[src/xmcr_pkg.sv]
`timescale 1ns / 1ps
// Shared constants and types of the XMODEM checksum receiver.
// Depends on nothing; every other file of the block imports it.
package xmcr_pkg;

   localparam int unsigned BLOCK_BYTES = 128;

   localparam logic [1:0] KIND_BYTE    = 2'd0;
   localparam logic [1:0] KIND_TIMEOUT = 2'd1;
   localparam logic [1:0] KIND_START   = 2'd2;

   localparam logic [7:0] CH_SOH = 8'h01;
   localparam logic [7:0] CH_EOT = 8'h04;
   localparam logic [7:0] CH_ACK = 8'h06;
   localparam logic [7:0] CH_NAK = 8'h15;
   localparam logic [7:0] CH_CAN = 8'h18;

   localparam logic [3:0] ST_NONE     = 4'd0;
   localparam logic [3:0] ST_HEADER   = 4'd1;
   localparam logic [3:0] ST_NUMBER   = 4'd2;
   localparam logic [3:0] ST_DATA     = 4'd3;
   localparam logic [3:0] ST_ACCEPTED = 4'd4;
   localparam logic [3:0] ST_SUM_BAD  = 4'd5;
   localparam logic [3:0] ST_EOT      = 4'd6;
   localparam logic [3:0] ST_CANCEL   = 4'd7;
   localparam logic [3:0] ST_TIMEOUT  = 4'd8;
   localparam logic [3:0] ST_COMPL    = 4'd9;
   localparam logic [3:0] ST_SEQ      = 4'd10;

   localparam int unsigned CSR_ADDR_W = 3;
   localparam logic [CSR_ADDR_W-1:0] CSR_IGNORE_SEQ = 3'd0;

   typedef struct packed {
      logic [1:0] kind;
      logic [7:0] rx_byte;
   } req_word_type;

   typedef struct packed {
      logic       reply_valid;
      logic [7:0] reply_byte;
      logic       data_valid;
      logic [7:0] data_byte;
      logic [7:0] block_number;
      logic [3:0] status;
      logic       finished;
   } rsp_word_type;

endpackage

[src/xmcr_csr.sv]
`timescale 1ns / 1ps
// APB-style configuration register of the XMODEM receiver (ignore_sequence).
// Depends on xmcr_pkg.
module xmcr_csr (
   input  logic                           clock,
   input  logic                           reset,
   input  logic                           csr_psel,
   input  logic                           csr_penable,
   input  logic                           csr_pwrite,
   input  logic [xmcr_pkg::CSR_ADDR_W-1:0] csr_paddr,
   input  logic [31:0]                    csr_pwdata,
   output logic [31:0]                    csr_prdata,
   output logic                           csr_pready,
   output logic                           ignore_seq
);
   import xmcr_pkg::*;

   logic ignore_seq_ff;
   logic ignore_seq_in;
   logic wr_hit;

   assign csr_pready = 1'b1;
   assign wr_hit = csr_psel && csr_penable && csr_pwrite && csr_pready
                   && (csr_paddr[CSR_ADDR_W-1] == CSR_IGNORE_SEQ[CSR_ADDR_W-1]);
   assign ignore_seq_in = wr_hit ? csr_pwdata[0] : ignore_seq_ff;

   always_ff @(posedge clock) begin
      if (reset) begin
         ignore_seq_ff <= 1'b0;
      end else begin
         ignore_seq_ff <= ignore_seq_in;
      end
   end

   always_comb begin
      csr_prdata = '0;
      if (csr_paddr[CSR_ADDR_W-1] == CSR_IGNORE_SEQ[CSR_ADDR_W-1]) begin
         csr_prdata = {31'd0, ignore_seq_ff};
      end
   end

   assign ignore_seq = ignore_seq_ff;

endmodule

[src/xmcr_fsm.sv]
`timescale 1ns / 1ps
// Session state and per-word block parser of the XMODEM receiver.
// Depends on xmcr_pkg; computes one result word from the registered input word.
module xmcr_fsm (
   input  logic                   clock,
   input  logic                   reset,
   input  logic                   fire,
   input  xmcr_pkg::req_word_type req_word,
   input  logic                   ignore_seq,
   output xmcr_pkg::rsp_word_type rsp_word
);
   import xmcr_pkg::*;

   localparam logic [2:0] PH_IDLE = 3'd0;
   localparam logic [2:0] PH_NUM  = 3'd1;
   localparam logic [2:0] PH_INV  = 3'd2;
   localparam logic [2:0] PH_DATA = 3'd3;
   localparam logic [2:0] PH_SUM  = 3'd4;

   localparam logic [1:0] SESS_ACTIVE = 2'd0;
   localparam logic [1:0] SESS_ENDED  = 2'd1;
   localparam logic [1:0] SESS_FAILED = 2'd2;

   logic [2:0] phase_ff, phase_in;
   logic [7:0] cur_block_ff, cur_block_in;
   logic [7:0] last_good_ff, last_good_in;
   logic [7:0] byte_pos_ff, byte_pos_in;
   logic [7:0] sum_ff, sum_in;
   logic [1:0] session_ff, session_in;
   logic       base_valid_ff, base_valid_in;
   logic [7:0] b;

   assign b = req_word.rx_byte;

   always_comb begin
      phase_in      = phase_ff;
      cur_block_in  = cur_block_ff;
      last_good_in  = last_good_ff;
      byte_pos_in   = byte_pos_ff;
      sum_in        = sum_ff;
      session_in    = session_ff;
      base_valid_in = base_valid_ff;
      rsp_word      = '0;
      rsp_word.status = ST_NONE;

      if (req_word.kind == KIND_START) begin
         phase_in      = PH_IDLE;
         cur_block_in  = '0;
         last_good_in  = '0;
         byte_pos_in   = '0;
         sum_in        = '0;
         session_in    = SESS_ACTIVE;
         base_valid_in = 1'b0;
         rsp_word.reply_valid = 1'b1;
         rsp_word.reply_byte  = CH_NAK;
      end else if (req_word.kind == KIND_TIMEOUT) begin
         if (session_ff == SESS_ACTIVE) begin
            rsp_word.status = ST_TIMEOUT;
         end
      end else if (req_word.kind == KIND_BYTE && session_ff == SESS_ACTIVE) begin
         unique case (phase_ff)
            PH_NUM: begin
               cur_block_in = b;
               if (!base_valid_ff) begin
                  last_good_in  = b - 8'd1;
                  base_valid_in = 1'b1;
               end
               phase_in = PH_INV;
               rsp_word.status = ST_NUMBER;
            end
            PH_INV: begin
               if ((8'd255 - cur_block_ff) != b) begin
                  session_in = SESS_FAILED;
                  rsp_word.status = ST_COMPL;
               end else begin
                  phase_in = PH_DATA;
                  rsp_word.status = ST_NUMBER;
               end
            end
            PH_DATA: begin
               rsp_word.data_valid = 1'b1;
               rsp_word.data_byte  = b;
               sum_in = sum_ff + b;
               if (byte_pos_ff != 8'd255) begin
                  byte_pos_in = byte_pos_ff + 8'd1;
               end
               if (byte_pos_in >= 8'(BLOCK_BYTES)) begin
                  phase_in = PH_SUM;
               end
               rsp_word.status = ST_DATA;
            end
            PH_SUM: begin
               if (b == sum_ff) begin
                  if (!ignore_seq && (last_good_ff + 8'd1) != cur_block_ff) begin
                     session_in = SESS_FAILED;
                     rsp_word.status = ST_SEQ;
                  end else begin
                     last_good_in = cur_block_ff;
                     rsp_word.reply_valid = 1'b1;
                     rsp_word.reply_byte  = CH_ACK;
                     rsp_word.status = ST_ACCEPTED;
                  end
               end else begin
                  rsp_word.reply_valid = 1'b1;
                  rsp_word.reply_byte  = CH_NAK;
                  rsp_word.status = ST_SUM_BAD;
               end
               phase_in    = PH_IDLE;
               byte_pos_in = '0;
               sum_in      = '0;
            end
            default: begin
               phase_in = PH_IDLE;
               if (b == CH_SOH) begin
                  byte_pos_in = '0;
                  sum_in      = '0;
                  phase_in    = PH_NUM;
                  rsp_word.status = ST_HEADER;
               end else if (b == CH_EOT || b == CH_CAN) begin
                  rsp_word.reply_valid = 1'b1;
                  rsp_word.reply_byte  = CH_ACK;
                  session_in = SESS_ENDED;
                  rsp_word.status = (b == CH_EOT) ? ST_EOT : ST_CANCEL;
               end
            end
         endcase
      end

      rsp_word.block_number = cur_block_in;
      rsp_word.finished     = (session_in != SESS_ACTIVE);
   end

   always_ff @(posedge clock) begin
      if (reset) begin
         phase_ff      <= PH_IDLE;
         cur_block_ff  <= '0;
         last_good_ff  <= '0;
         byte_pos_ff   <= '0;
         sum_ff        <= '0;
         session_ff    <= SESS_ACTIVE;
         base_valid_ff <= 1'b0;
      end else if (fire) begin
         phase_ff      <= phase_in;
         cur_block_ff  <= cur_block_in;
         last_good_ff  <= last_good_in;
         byte_pos_ff   <= byte_pos_in;
         sum_ff        <= sum_in;
         session_ff    <= session_in;
         base_valid_ff <= base_valid_in;
      end
   end

   a_over_sticky: assert property (@(posedge clock) disable iff (reset)
      (fire && session_ff != SESS_ACTIVE && req_word.kind != KIND_START)
      |=> (session_ff != SESS_ACTIVE))
      else $error("session left the over state without a start");

   a_data_in_phase: assert property (@(posedge clock) disable iff (reset)
      (fire && rsp_word.data_valid) |-> (phase_ff == PH_DATA))
      else $error("payload byte outside the data phase");

   a_accept_acks: assert property (@(posedge clock) disable iff (reset)
      (fire && rsp_word.status == ST_ACCEPTED)
      |=> (last_good_ff == $past(cur_block_ff) && phase_ff == PH_IDLE))
      else $error("accepted block did not update the sequence");

   a_data_bound: assert property (@(posedge clock) disable iff (reset)
      (phase_ff == PH_DATA) |-> (byte_pos_ff < 8'(BLOCK_BYTES)))
      else $error("data phase overran the block length");

endmodule

[src/xmodem_checksum_receiver.sv]
`timescale 1ns / 1ps
// XMODEM checksum receiver: input word register, parser, result word register.
// An accepted word is held in the input word register; its result then goes to the result word register.
// Throughput: one word per cycle while rsp_stall does not hold a full result word register.
// Reset (synchronous, active high) clears the session state, both valid flags
// and ignore_sequence. Depends on xmcr_pkg, xmcr_csr, xmcr_fsm.
module xmodem_checksum_receiver (
   input  logic                           clock,
   input  logic                           reset,
   input  logic                           req_valid,
   output logic                           req_stall,
   input  logic [1:0]                     req_kind,
   input  logic [7:0]                     req_rx_byte,
   output logic                           rsp_valid,
   input  logic                           rsp_stall,
   output logic                           rsp_reply_valid,
   output logic [7:0]                     rsp_reply_byte,
   output logic                           rsp_data_valid,
   output logic [7:0]                     rsp_data_byte,
   output logic [7:0]                     rsp_block_number,
   output logic [3:0]                     rsp_status,
   output logic                           rsp_finished,
   input  logic                           csr_psel,
   input  logic                           csr_penable,
   input  logic                           csr_pwrite,
   input  logic [xmcr_pkg::CSR_ADDR_W-1:0] csr_paddr,
   input  logic [31:0]                    csr_pwdata,
   output logic [31:0]                    csr_prdata,
   output logic                           csr_pready
);
   import xmcr_pkg::*;

   logic         in_valid_ff, in_valid_in;
   req_word_type in_word_ff, in_word_in;
   logic         out_valid_ff, out_valid_in;
   rsp_word_type out_word_ff, out_word_in;
   rsp_word_type step_word;
   logic         ignore_seq;
   logic         advance;
   logic         req_take;

   xmcr_csr u_csr (
      .clock       (clock),
      .reset       (reset),
      .csr_psel    (csr_psel),
      .csr_penable (csr_penable),
      .csr_pwrite  (csr_pwrite),
      .csr_paddr   (csr_paddr),
      .csr_pwdata  (csr_pwdata),
      .csr_prdata  (csr_prdata),
      .csr_pready  (csr_pready),
      .ignore_seq  (ignore_seq)
   );

   xmcr_fsm u_fsm (
      .clock      (clock),
      .reset      (reset),
      .fire       (advance),
      .req_word   (in_word_ff),
      .ignore_seq (ignore_seq),
      .rsp_word   (step_word)
   );

   assign advance   = in_valid_ff && (!out_valid_ff || !rsp_stall);
   assign req_stall = in_valid_ff && !advance;
   assign req_take  = req_valid && !req_stall;

   always_comb begin
      in_valid_in = in_valid_ff;
      in_word_in  = in_word_ff;
      if (req_take) begin
         in_valid_in = 1'b1;
         in_word_in  = '{kind: req_kind, rx_byte: req_rx_byte};
      end else if (advance) begin
         in_valid_in = 1'b0;
      end

      out_valid_in = out_valid_ff;
      out_word_in  = out_word_ff;
      if (advance) begin
         out_valid_in = 1'b1;
         out_word_in  = step_word;
      end else if (out_valid_ff && !rsp_stall) begin
         out_valid_in = 1'b0;
      end
   end

   always_ff @(posedge clock) begin
      if (reset) begin
         in_valid_ff  <= 1'b0;
         out_valid_ff <= 1'b0;
      end else begin
         in_valid_ff  <= in_valid_in;
         out_valid_ff <= out_valid_in;
      end
      in_word_ff  <= in_word_in;
      out_word_ff <= out_word_in;
   end

   assign rsp_valid        = out_valid_ff;
   assign rsp_reply_valid  = out_word_ff.reply_valid;
   assign rsp_reply_byte   = out_word_ff.reply_byte;
   assign rsp_data_valid   = out_word_ff.data_valid;
   assign rsp_data_byte    = out_word_ff.data_byte;
   assign rsp_block_number = out_word_ff.block_number;
   assign rsp_status       = out_word_ff.status;
   assign rsp_finished     = out_word_ff.finished;

   a_no_overwrite: assert property (@(posedge clock) disable iff (reset)
      (out_valid_ff && rsp_stall) |=> (out_valid_ff && $stable(out_word_ff)))
      else $error("stalled result word was overwritten");

   a_hold_input: assert property (@(posedge clock) disable iff (reset)
      (in_valid_ff && !advance) |=> (in_valid_ff && $stable(in_word_ff)))
      else $error("pending input word was lost");

   a_stall_consistent: assert property (@(posedge clock) disable iff (reset)
      req_stall |-> (in_valid_ff && out_valid_ff && rsp_stall))
      else $error("input stalled without a full result register");

endmodule
[config.mk]
export PLATFORM = sky130hd
export DESIGN_NAME = xmodem_checksum_receiver
export DESIGN_NICKNAME = d
export VERILOG_FILES = /design/src/xmcr_pkg.sv /design/src/xmcr_csr.sv /design/src/xmcr_fsm.sv /design/src/xmodem_checksum_receiver.sv
export SDC_FILE = /design/constraint.sdc
export NUM_CORES = 1
export LEC_CHECK = 0
export BUFFER_PORTS_ARGS = -buffer_cell sky130_fd_sc_hd__buf_2
export CAP_MARGIN = 30
export CORE_ASPECT_RATIO = 0.6
export CORE_MARGIN = 2
export CORE_UTILIZATION = 54
export CTS_BUF_LIST = sky130_fd_sc_hd__clkbuf_8 sky130_fd_sc_hd__clkbuf_16
export CTS_CLUSTER_DIAMETER = 150
export DETAILED_ROUTE_END_ITERATION = 8
export PLACE_DENSITY = 0.81
export SYNTH_ARGS = -nofsm -noshare
export SYNTH_HDL_FRONTEND = slang
export SYNTH_HIERARCHICAL = 1
export SYNTH_SLANG_ARGS = --single-unit
export TNS_END_PERCENT = 50
[constraint.sdc]
create_clock -name clock -period 5 [get_ports clock]
set_clock_uncertainty 0.1 [all_clocks]
set_input_delay 0.5 -clock clock [delete_from_list [all_inputs] [get_ports clock]]
set_output_delay 0.5 -clock clock [all_outputs]
set_load 0.1 [all_outputs]
# ---- Word-level counts from Yosys, hierarchy flattened
# Cells that the tools add are included.
# W data, S select, Z words.
dict set report word_totals {
  word_cells 151
  inputBits 52
  output_inout_bits 66
  reg_bits 82
}
dict set report classes {
  bitwise 3
  eq_ne 20
  n_addsub 5
  muxes 68
  reduce_logical 34
  order_cmp 1
}
# cell count
set ops {}
lappend ops {{$mux W8} 22}
lappend ops {{$pmux W8 S3} 2}
lappend ops {{$mux W9} 5}
lappend ops {{$mux W18} 2}
lappend ops {{$mux W4} 8}
lappend ops {{$pmux W9 S2} 1}
lappend ops {{$add A8 B1 Y8 const B} 2}
lappend ops {{$mux W2} 8}
lappend ops {{$ne A8 B8 Y1} 2}
lappend ops {{$pmux W4 S4} 1}
lappend ops {{$pmux W8 S2} 1}
lappend ops {{$mux W3} 5}
lappend ops {{$pmux W3 S4} 1}
lappend ops {{$mux W1} 11}
lappend ops {{$reduce_and A5 Y1} 2}
lappend ops {{$reduce_bool A2 Y1} 5}
lappend ops {{$logic_and A1 B1 Y1} 9}
lappend ops {{$add A8 B8 Y8} 1}
lappend ops {{$eq A8 B1 Y1 const B} 1}
lappend ops {{$eq A8 B3 Y1 const B} 1}
lappend ops {{$eq A8 B5 Y1 const B} 1}
lappend ops {{$eq A8 B8 Y1} 1}
lappend ops {{$ge A8 B8 Y1 const B} 1}
lappend ops {{$ne A8 B8 Y1 const B} 1}
lappend ops {{23 further kinds} 37}

# ---- Longest topological paths before layout
# Gate-level depths: netlist of the first run.
dict set report logic_depth {
  ltp_word 12
  depth_mapped 10
  mapped_depth_nobuf 10
}

# ---- Modules after synthesis
# The synthesis of the first run kept the hierarchy.
# module instances cells_per_inst seq_area_each_um2 area_each_um2
set by_module_without_submodules {}
lappend by_module_without_submodules {xmcr_fsm 1 375 760.7 2921.6}
lappend by_module_without_submodules {xmodem_checksum_receiver 1 51 1271.2 1317.5}
lappend by_module_without_submodules {xmcr_csr 1 40 20.0 309.0}

# ---- Least setup slack after synthesis of the first run
# Ideal clock, no wire load.
dict set report synth_path {
  path_kind {reg2reg}
  startpoint {register out_valid_ff, in the netlist rsp_valid}
  endpoint {register u_fsm.sum_ff[7]}
  slack_ns 0.079
  setup_time_ns 0.060
  n_path_buf 1
  synth_period_minus_slack_ns 4.921
  t_required_ns 4.840
  stages_incl_launch_ff 10
  arrival_ns 4.761
  cell_sequence {dfxtp_1 -> a21boi_0 -> clkbuf_1 -> and2b_1 -> o21a_1 -> nand2_1 -> nor2_1 -> inv_1 -> a2111oi_0 -> a311o_1}
}
dict set report synth_via {
  elab_chain_len 4
}
# element line_no
set synth_lines {}
lappend synth_lines {{start: declaration} xmodem_checksum_receiver.sv:35} ;# logic out_valid_ff, out_valid_in;
lappend synth_lines {{start signal: assignment} xmodem_checksum_receiver.sv:94} ;# out_valid_ff <= out_valid_in;
lappend synth_lines {{$logic_not A1 Y1} xmodem_checksum_receiver.sv:64} ;# assign advance = in_valid_ff && (!out_valid_ff || !rsp_stall);
lappend synth_lines {{$logic_or A1 B1 Y1} xmodem_checksum_receiver.sv:64}
lappend synth_lines {{$logic_and A1 B1 Y1} xmodem_checksum_receiver.sv:64}
lappend synth_lines {{net advance} xmodem_checksum_receiver.sv:39} ;# logic advance;
lappend synth_lines {{$reduce_and A5 Y1 (no line)} -}
lappend synth_lines {{end signal: assignment} xmcr_fsm.sv:147} ;# sum_ff <= sum_in;
lappend synth_lines {{end: declaration} xmcr_fsm.sv:28} ;# logic [7:0] sum_ff, sum_in;
# The timed path passes the listed nets, and every way through them passes these cells.
# A chain may end at the register's enable or synchronous reset.

==> results of run 1 <==
-- registers in the layout, summed over array words and instances, names as in the netlist --
name	flops
in_word_ff	10
rsp_block_number	8
rsp_data_byte	8
rsp_reply_byte	8
u_fsm/byte_pos_ff	8
u_fsm/cur_block_ff	8
u_fsm/last_good_ff	8
u_fsm/sum_ff	8
rsp_status	4
u_fsm/phase_ff	3
u_fsm/session_ff	2
in_valid_ff	1
rsp_data_valid	1
rsp_finished	1
rsp_reply_valid	1
rsp_valid	1
u_csr/ignore_seq	1
u_fsm/base_valid_ff	1
-- layer usage --
layer,global-route usage,routed length [um],vias to the layer above
li1,-,-,1671
met1,0.3089,4584,1639
met2,0.3568,4238,156
met3,0.05833,788,13
met4,0.08046,148,0
met5,0,0,-
-- power groups by stage --
| stage | Clock (W) | Sequential, W | Combinational [W] |
|---|---|---|---|
| 3_5_place_dp | 0 | 0.000756 | 0.000269 |
| 5_1_grt | 0.000718 | 0.000743 | 0.000280 |
| 2_1_floorplan | 0 | 0.000832 | 0.000181 |
| 6_report | 0.000676 | 0.000742 | 0.000270 |
| 3_3_place_gp | 0 | 0.000754 | 0.000266 |
| 4_1_cts | 0.000689 | 0.000741 | 0.000269 |
-- cells by family after synthesis --
kind of cell / after synthesis / synth area share
flip-flops: 82 / 0.4512
adder cells (fa/ha/maj): 14 / 0.03961
XOR/XNOR: 30 / 0.05777
other: 3 / 0.002476
multiplexers: 17 / 0.03741
AND/OR/NAND/NOR: 163 / 0.1843
AO/OA/AOI/OAI: 87 / 0.1318
buffers and inverters: 70 / 0.09546
-- stage by stage --
stage          utilization  instances  setup slack, ns  power [W]
2_1_floorplan            -        499          0.07887   0.001013
3_3_place_gp        0.5875        602            2.194   0.001020
3_5_place_dp        0.5875        602            2.137   0.001024
4_1_cts             0.6259        617            2.130   0.001699
5_1_grt             0.6259        617            1.934   0.001741
6_report            0.6259        617            2.062   0.001688
-- worst min-delay path by stage --
stage | startpoint | end | slack (ns) | cells after the start
2_1_floorplan | u_fsm/byte_pos_ff[1] | u_fsm/byte_pos_ff[1] | 0.35 | 2
3_3_place_gp | u_fsm/byte_pos_ff[1] | u_fsm/byte_pos_ff[1] | 0.36 | 2
3_5_place_dp | u_fsm/byte_pos_ff[1] | u_fsm/byte_pos_ff[1] | 0.38 | 2
4_1_cts | req_rx_byte[3] | in_word_ff[3] | 0.23 | 1
5_1_grt | req_rx_byte[6] | in_word_ff[6] | 0.23 | 1
6_report | req_rx_byte[3] | in_word_ff[3] | 0.24 | 1
-- area by class of cell --
type	count	area share
Multi-Input combinational cell	347	0.4383
Inverter	10	0.007489
Tap cell	108	0.02696
Timing Repair Buffer	55	0.05642
Clock inverter	6	0.01648
Clock buffer	9	0.04493
Sequential cell	82	0.4094
-- cell usage in the layout (no fill, tap or decap), types with 8 or more instances in the layout --
master / synthesis / layout
nand2_1: 26 / 26
a32o_1: 8 / 8
clkbuf_16: 0 / 9
buf_2: 7 / 52
xnor2_1: 19 / 19
a211oi_1: 9 / 9
and2_1: 9 / 9
mux2i_1: 17 / 17
edfxtp_1: 41 / 41
nor2_1: 53 / 53
o21ai_0: 11 / 11
nor2b_1: 11 / 11
conb_1: 3 / 36
dfxtp_1: 41 / 41
ha_1: 12 / 12
nor3_1: 15 / 15
xor2_1: 11 / 11
inv_1: 10 / 10
a21oi_1: 26 / 26
-- critical path, cell delays in order, from the launching register on --
cell and delay, ns:
edfxtp_1 0.46, or4_1 0.65, nor3_1 0.79, buf_4 0.32, mux2i_1 0.20, nor2_1 0.08
mux2i_1 0.14, nor2_1 0.06
==> out/qor.txt, run 1 <==
WHS - 0.2361 ns
Tcrit/Tclk final - 0.5876
asr flop ratio synth - 0
worst skew pair latency - 0.34 ns
Design Area, Final - 5012 um2
count leader, synth - nor2_1
dominant cell type by area after synthesis - edfxtp_1
DR WL/cell - 15.82 um
placed inst area - 4705 um2
Post-synth EDFFs - 41
Reg2Reg Setup Slack - 2.06 ns
Synth top area share - 0.2707
footprint of the multi-input gates - 2197 um2
Via Count - 3479
GRT overflow - 0
first-pass GRT wire length - 15630 um
clock root buffer - clkbuf_16
initial antenna violation count - 0
Starting Density - 0.5680
RSZ-0062 raised after global routing - false
fmax - 340.3 MHz
number of max-cap violations - 0
core area - 8008 um2
Port-buffer cells - 52
sequential power share - 0.439
layout cell share with drive strength beyond 1 - 0.1591
DIE HEIGHT - 75.09 um
Max Slew Vio Count - 0
Combinational Power Share - 0.160
DRT antenna net count - 0
Startpoint Class - register
Global Route Usage Sum - 0.2271
Fin. Hold Viols - 0
fin crit period - 2.938 ns
Post-DP HPWL - 7078 um
clk sinks - 82
I/O pin count - 118
area growth from synthesis to layout - 10.21%
Filler cells - 705
status - completed
worst r2r src - in_word_ff[8]
crit path max fanout - 8
GP Congestion - 0.9300
TritonCTS clock tree - done
CP Data Arrival Time - 3.04 ns
crit path capture type - register
1st-iter DRT viols - 239
Clock transition at path regs - 0.06 ns
FF/Latch Area - 2052 um2
Slew HR - 0.3904
post-CTS setup buffers - 0
Synth top cells by count - 53 x nor2_1, 41 x buf_4, 41 x dfxtp_1, 41 x edfxtp_1
vias in the first global route - 3175
Tightest Pin Transition - 0.9074 ns
biggest area contributors in the synthesized netlist - edfxtp_1 27%, dfxtp_1 18%, buf_4 6.8%
clock tree buffer depth - 2
crit path launch - in_word_ff[8]
cts repair resizes - 0
critical path class - register to register
CTS Hold Buffers Added - 0
Setup crit end - u_fsm/cur_block_ff[4]
Reg2Reg Depth - 7
PD cells - 336.7 nW/um2
static leakage - 1.987 nW
largest net degree at the start of global routing - 46
Reg-to-Reg End - u_fsm/cur_block_ff[4]
Post-Route WL - 9760 um
Yosys reg bits - 82
Chip Width - 122.5 um
ant diodes - 0
num rows - 25
power share of the clock group - 0.400
VDD IR max - 0.2299 mV
switch share - 0.2959
DRC - 0
register area share after synthesis - 0.4512
total negative slack - 0 ns
CTS Buf Count - 9
Psw - 0.0004993 W
# nets final - 570
Cells after Synth - 466
Ys Warns - 6
WP data required - 5.10 ns
synthesized area per cell - 9.760 um2
mapped cell area - 4548 um2
Via density - 5.639
DR pass1 iterations - 4
HP Class - input port to register
post-synth cell types - 63
Top FF cell, synth - edfxtp_1
P_int - 0.001188 W
Die ar. - 9196 um2
H-tree depth - 3
Final Setup Violations - 0
Note: power is estimated with default switching activity, not from simulation.
==> run 2, diff against run 1 <==
--- a/config.mk
+++ b/config.mk
@@ -5,15 +5,16 @@
 export SDC_FILE = /design/constraint.sdc
 export NUM_CORES = 1
 export LEC_CHECK = 0
+export ABC_AREA = 1
 export BUFFER_PORTS_ARGS = -buffer_cell sky130_fd_sc_hd__buf_2
 export CAP_MARGIN = 30
 export CORE_ASPECT_RATIO = 0.6
 export CORE_MARGIN = 2
-export CORE_UTILIZATION = 54
+export CORE_UTILIZATION = 49
 export CTS_BUF_LIST = sky130_fd_sc_hd__clkbuf_8 sky130_fd_sc_hd__clkbuf_16
 export CTS_CLUSTER_DIAMETER = 150
 export DETAILED_ROUTE_END_ITERATION = 8
-export PLACE_DENSITY = 0.81
+export PLACE_DENSITY = 0.77
 export SYNTH_ARGS = -nofsm -noshare
 export SYNTH_HDL_FRONTEND = slang
 export SYNTH_HIERARCHICAL = 1
==> constraint.sdc (replaced) <==
create_clock -name clock -period 2.4 [get_ports clock]
set_clock_uncertainty 0.1 [all_clocks]
set_input_delay 0.24 -clock clock [delete_from_list [all_inputs] [get_ports clock]]
set_output_delay 0.24 -clock clock [all_outputs]
set_load 0.1 [all_outputs]
==> run 2 against run 1 <==
  * First-iteration DRC count rose by 94%
  * Sequential power grew 110%
  * Largest cell class unchanged
  * Non-clock buffer count rose by 22
  * Highest routed layer unchanged
  * Sequential cell count unchanged
  * Global-route usage decreased by 0.21 points
  * Power up 120%
  * Combinational power grew to 2.6 times the previous value
  * Worst hold slack worse by 0.17 ns
  * Routed wire length is 17% higher
  * Register-to-register slack got worse by 2.0 ns
==> out/qor.txt, run 2 <==
dominant cell type by area after synthesis - edfxtp_1
num rows - 27 (+8.0%)
Reg2Reg Setup Slack - 0.11 ns (-1.95 ns)
Yosys reg bits - 82 (unchanged)
HP Class - input port to register
Synth top cells by count - 123 x nand2_1, 69 x inv_1, 63 x nor2_1
CP cell instances - ha_4 -> or2_0 -> nor3_2 -> nand3_1 -> nor2_2 -> nand3_1 -> nand2_1 -> nand2_1 -> nand2_1 -> nand2_1 -> a21oi_1
# nets final - 738 (+29%)
layout cell share with drive strength beyond 1 - 0.1814 (+0.02228)
WHS - 0.06479 ns (-0.1713 ns)
Reg2Reg Depth - 11 (+4)
PD cells - 661.5 nW/um2 (+96%)
crit path capture type - register
total chip power - 0.003651 W (+120%)
Top FF cell, synth - edfxtp_1
Slew HR - 0.6162 (+0.2257)
CTS Buf Count - 9 (unchanged)
Setup crit end - u_fsm/session_ff[1]
Final Setup Violations - 0 (unchanged)
first-pass GRT wire length - 18380 um (+18%)
DIE HEIGHT - 80.37 um (+7.0%)
worst path bufs/invs - 0 (-1)
Via Count - 4187 (+20%)
I/O pin count - 118 (unchanged)
Post-Route WL - 11450 um (+17%)
clk sinks - 82 (unchanged)
Starting Density - 0.5109 (-0.05710)
post-CTS setup buffers - 0 (unchanged)
clock tree buffer depth - 2 (unchanged)
Reg-to-Reg End - u_fsm/session_ff[1]
FF/Latch Area - 2053 um2 (about the same)
Post-DP HPWL - 8508 um (+20%)
synthesized area per cell - 7.926 um2 (-19%)
switch share - 0.3273 (+0.03149)
DRT antenna net count - 0 (unchanged)
most used cell along the critical path - nand2_1
H-tree depth - 3 (unchanged)
Max Slew Vio Count - 0 (unchanged)
fin crit period - 2.290 ns (-0.6485 ns)
fin cells - 808 (+31%)
worst skew pair latency - 0.35 ns (about the same)
Port-buffer cells - 52 (unchanged)
worst r2r src - in_word_ff[5]
footprint of the multi-input gates - 2241 um2 (+2.0%)
critical path class - register to register
GP Congestion - 0.9270 (-0.32%)
most frequent cells in the layout - 123 x nand2_1, 69 x inv_1, 62 x nor2_1, 52 x buf_2
Post-synth EDFFs - 41 (unchanged)
Synth top area share - 0.2585 (-0.01223)
DRC - 0 (unchanged)
GRT overflow - 0 (unchanged)
sequential power share - 0.429 (-0.010)
crit path launch - in_word_ff[5]
Psw - 0.001195 W (+140%)
VDD IR max - 0.3473 mV (+51%)
Cells after Synth - 601 (+29%)
core area - 9324 um2 (+16%)
number of flip-flops in the largest register - 10 (unchanged)
number of cells after detailed placement - 782 (+30%)
Top reg by flops - in_word_ff
vias in the first global route - 3652 (+15%)
asr flop ratio synth - 0 (unchanged)
power share of the clock group - 0.382 (-0.018)
Ys Warns - 6 (unchanged)
slowest cell delay on critical path - 0.44 ns (-0.35 ns)
Fin. Hold Viols - 0 (unchanged)
crit path max fanout - 6 (-2)
family with the most delay on the worst path - simple AND/OR/NAND/NOR gates
Global Route Usage Sum - 0.2250 (-0.002110)
biggest area contributors in the synthesized netlist - edfxtp_1 26%, dfxtp_1 17%, nand2_1 9.7%
DR pass1 iterations - 6 (+2)
count leader, synth - nand2_1
Filler cells - 842 (+19%)
Startpoint Class - register
WP data required - 2.58 ns (-2.52 ns)
initial antenna violation count - 0 (unchanged)
CP max stage cell - edfxtp_1
Via density - 5.182 (-8.1%)
number of max-cap violations - 0 (unchanged)
Clock transition at path regs - 0.06 ns (about the same)
P_int - 0.002456 W (+110%)
1st-iter DRT viols - 463 (+94%)
largest net degree at the start of global routing - 38 (-17%)
Tightest Pin Transition - 0.5751 ns (-0.3322 ns)
total negative slack - 0 ns (unchanged)
Tcrit/Tclk final - 0.9540 (+0.3664)
post-synth cell types - 50 (-21%)
Combinational Power Share - 0.189 (+0.029)
ant diodes - 0 (unchanged)
fmax - 436.7 MHz (+28%)
Chip Width - 131.3 um (+7.2%)
commonest non-fill, non-tap cell in the layout - nand2_1
clock root buffer - clkbuf_16
DR WL/cell - 14.16 um (-10%)
WP depth - 11 (+4)
register area share after synthesis - 0.4308 (-0.02038)
CP Data Arrival Time - 2.47 ns (-0.57 ns)
Die ar. - 10550 um2 (+15%)
mapped cell area - 4763 um2 (+4.7%)
status - completed
TritonCTS clock tree - done
area growth from synthesis to layout - 15.87%
static leakage - 2.414 nW (+22%)
==> run 2: what timing repair did <==
| item | in CTS | in global routing |
|---|---|---|
| gates resized for setup | 0 | 6 |
| setup endpoints to repair | 0 | 16 |
| hold endpoints to repair | 10 | 0 |
| hold buffers | 10 | 0 |
==> run 2: layout make-up <==
cell class	instances	share of cell area
well taps	130	0.02947
inverters	76	0.05214
repair buffers	77	0.08569
clock inverters	7	0.01383
multi-input cells	427	0.4060
clock buffers	9	0.04081
flip-flops and latches	82	0.3720
==> run 2: worst reg2reg max path, stage by stage, from the launching register on <==
cell and delay (ns):
edfxtp_1 0.44, ha_4 0.29, or2_0 0.26, nor3_2 0.29
nand3_1 0.16, nor2_2 0.12, nand3_1 0.14, nand2_1 0.12
nand2_1 0.06, nand2_1 0.05, nand2_1 0.06, a21oi_1 0.13
==> run 2: worst min path at each step <==
| stage | startpoint | end | slack (ns) | depth (start not counted) |
|---|---|---|---|---|
| after floorplan | reset | rsp_valid | 0.20 | 1 |
| after global placement | req_rx_byte[6] | in_word_ff[6] | 0.32 | 1 |
| after detailed placement | req_rx_byte[7] | in_word_ff[7] | 0.32 | 1 |
| after CTS | req_valid | in_valid_ff | 0.05 | 3 |
| after global routing | req_valid | in_valid_ff | 0.08 | 3 |
| final | req_valid | in_valid_ff | 0.06 | 3 |
==> run 2: power groups by stage <==
| stage | sequential (W) | combinational [W] | clock [W] |
|---|---|---|---|
| 2_1_floorplan | 0.00174 | 0.000452 | 0 |
| 3_3_place_gp | 0.00159 | 0.000661 | 0 |
| 3_5_place_dp | 0.00160 | 0.000666 | 0 |
| 4_1_cts | 0.00157 | 0.000680 | 0.00141 |
| 5_1_grt | 0.00157 | 0.000726 | 0.00148 |
| 6_report | 0.00157 | 0.000689 | 0.00139 |
==> run 2: metrics by stage <==
step	setup slack, ns	instance area [um2]	util
after floorplan	0.07394	4900	-
final	0.1104	5519	0.5919
after global routing	-0.009921	5519	0.5919
after detailed placement	0.04244	5085	0.5454
after CTS	0.02996	5487	0.5884
after global placement	0.06879	5085	0.5454
==> run 2: cells by family (layout without fill, tap and decap cells) <==
group,count (synthesis),in the layout,share of synthesized area
flip-flops,82,82,0.4308
other,3,36,0.002364
buffers and inverters,125,169,0.1340
XOR/XNOR,6,6,0.01103
AO/OA/AOI/OAI,101,101,0.1274
adder cells (fa/ha/maj),13,13,0.03572
AND/OR/NAND/NOR,271,271,0.2587
==> run 2: layer usage <==
metal | global-route usage | wire [um] | vias to the layer above
li1 | - | - | 2057
met1 | 0.3126 | 5509 | 1933
met2 | 0.3426 | 4733 | 185
met3 | 0.07134 | 1083 | 12
met4 | 0.05435 | 119 | 0
met5 | 0 | 0 | -
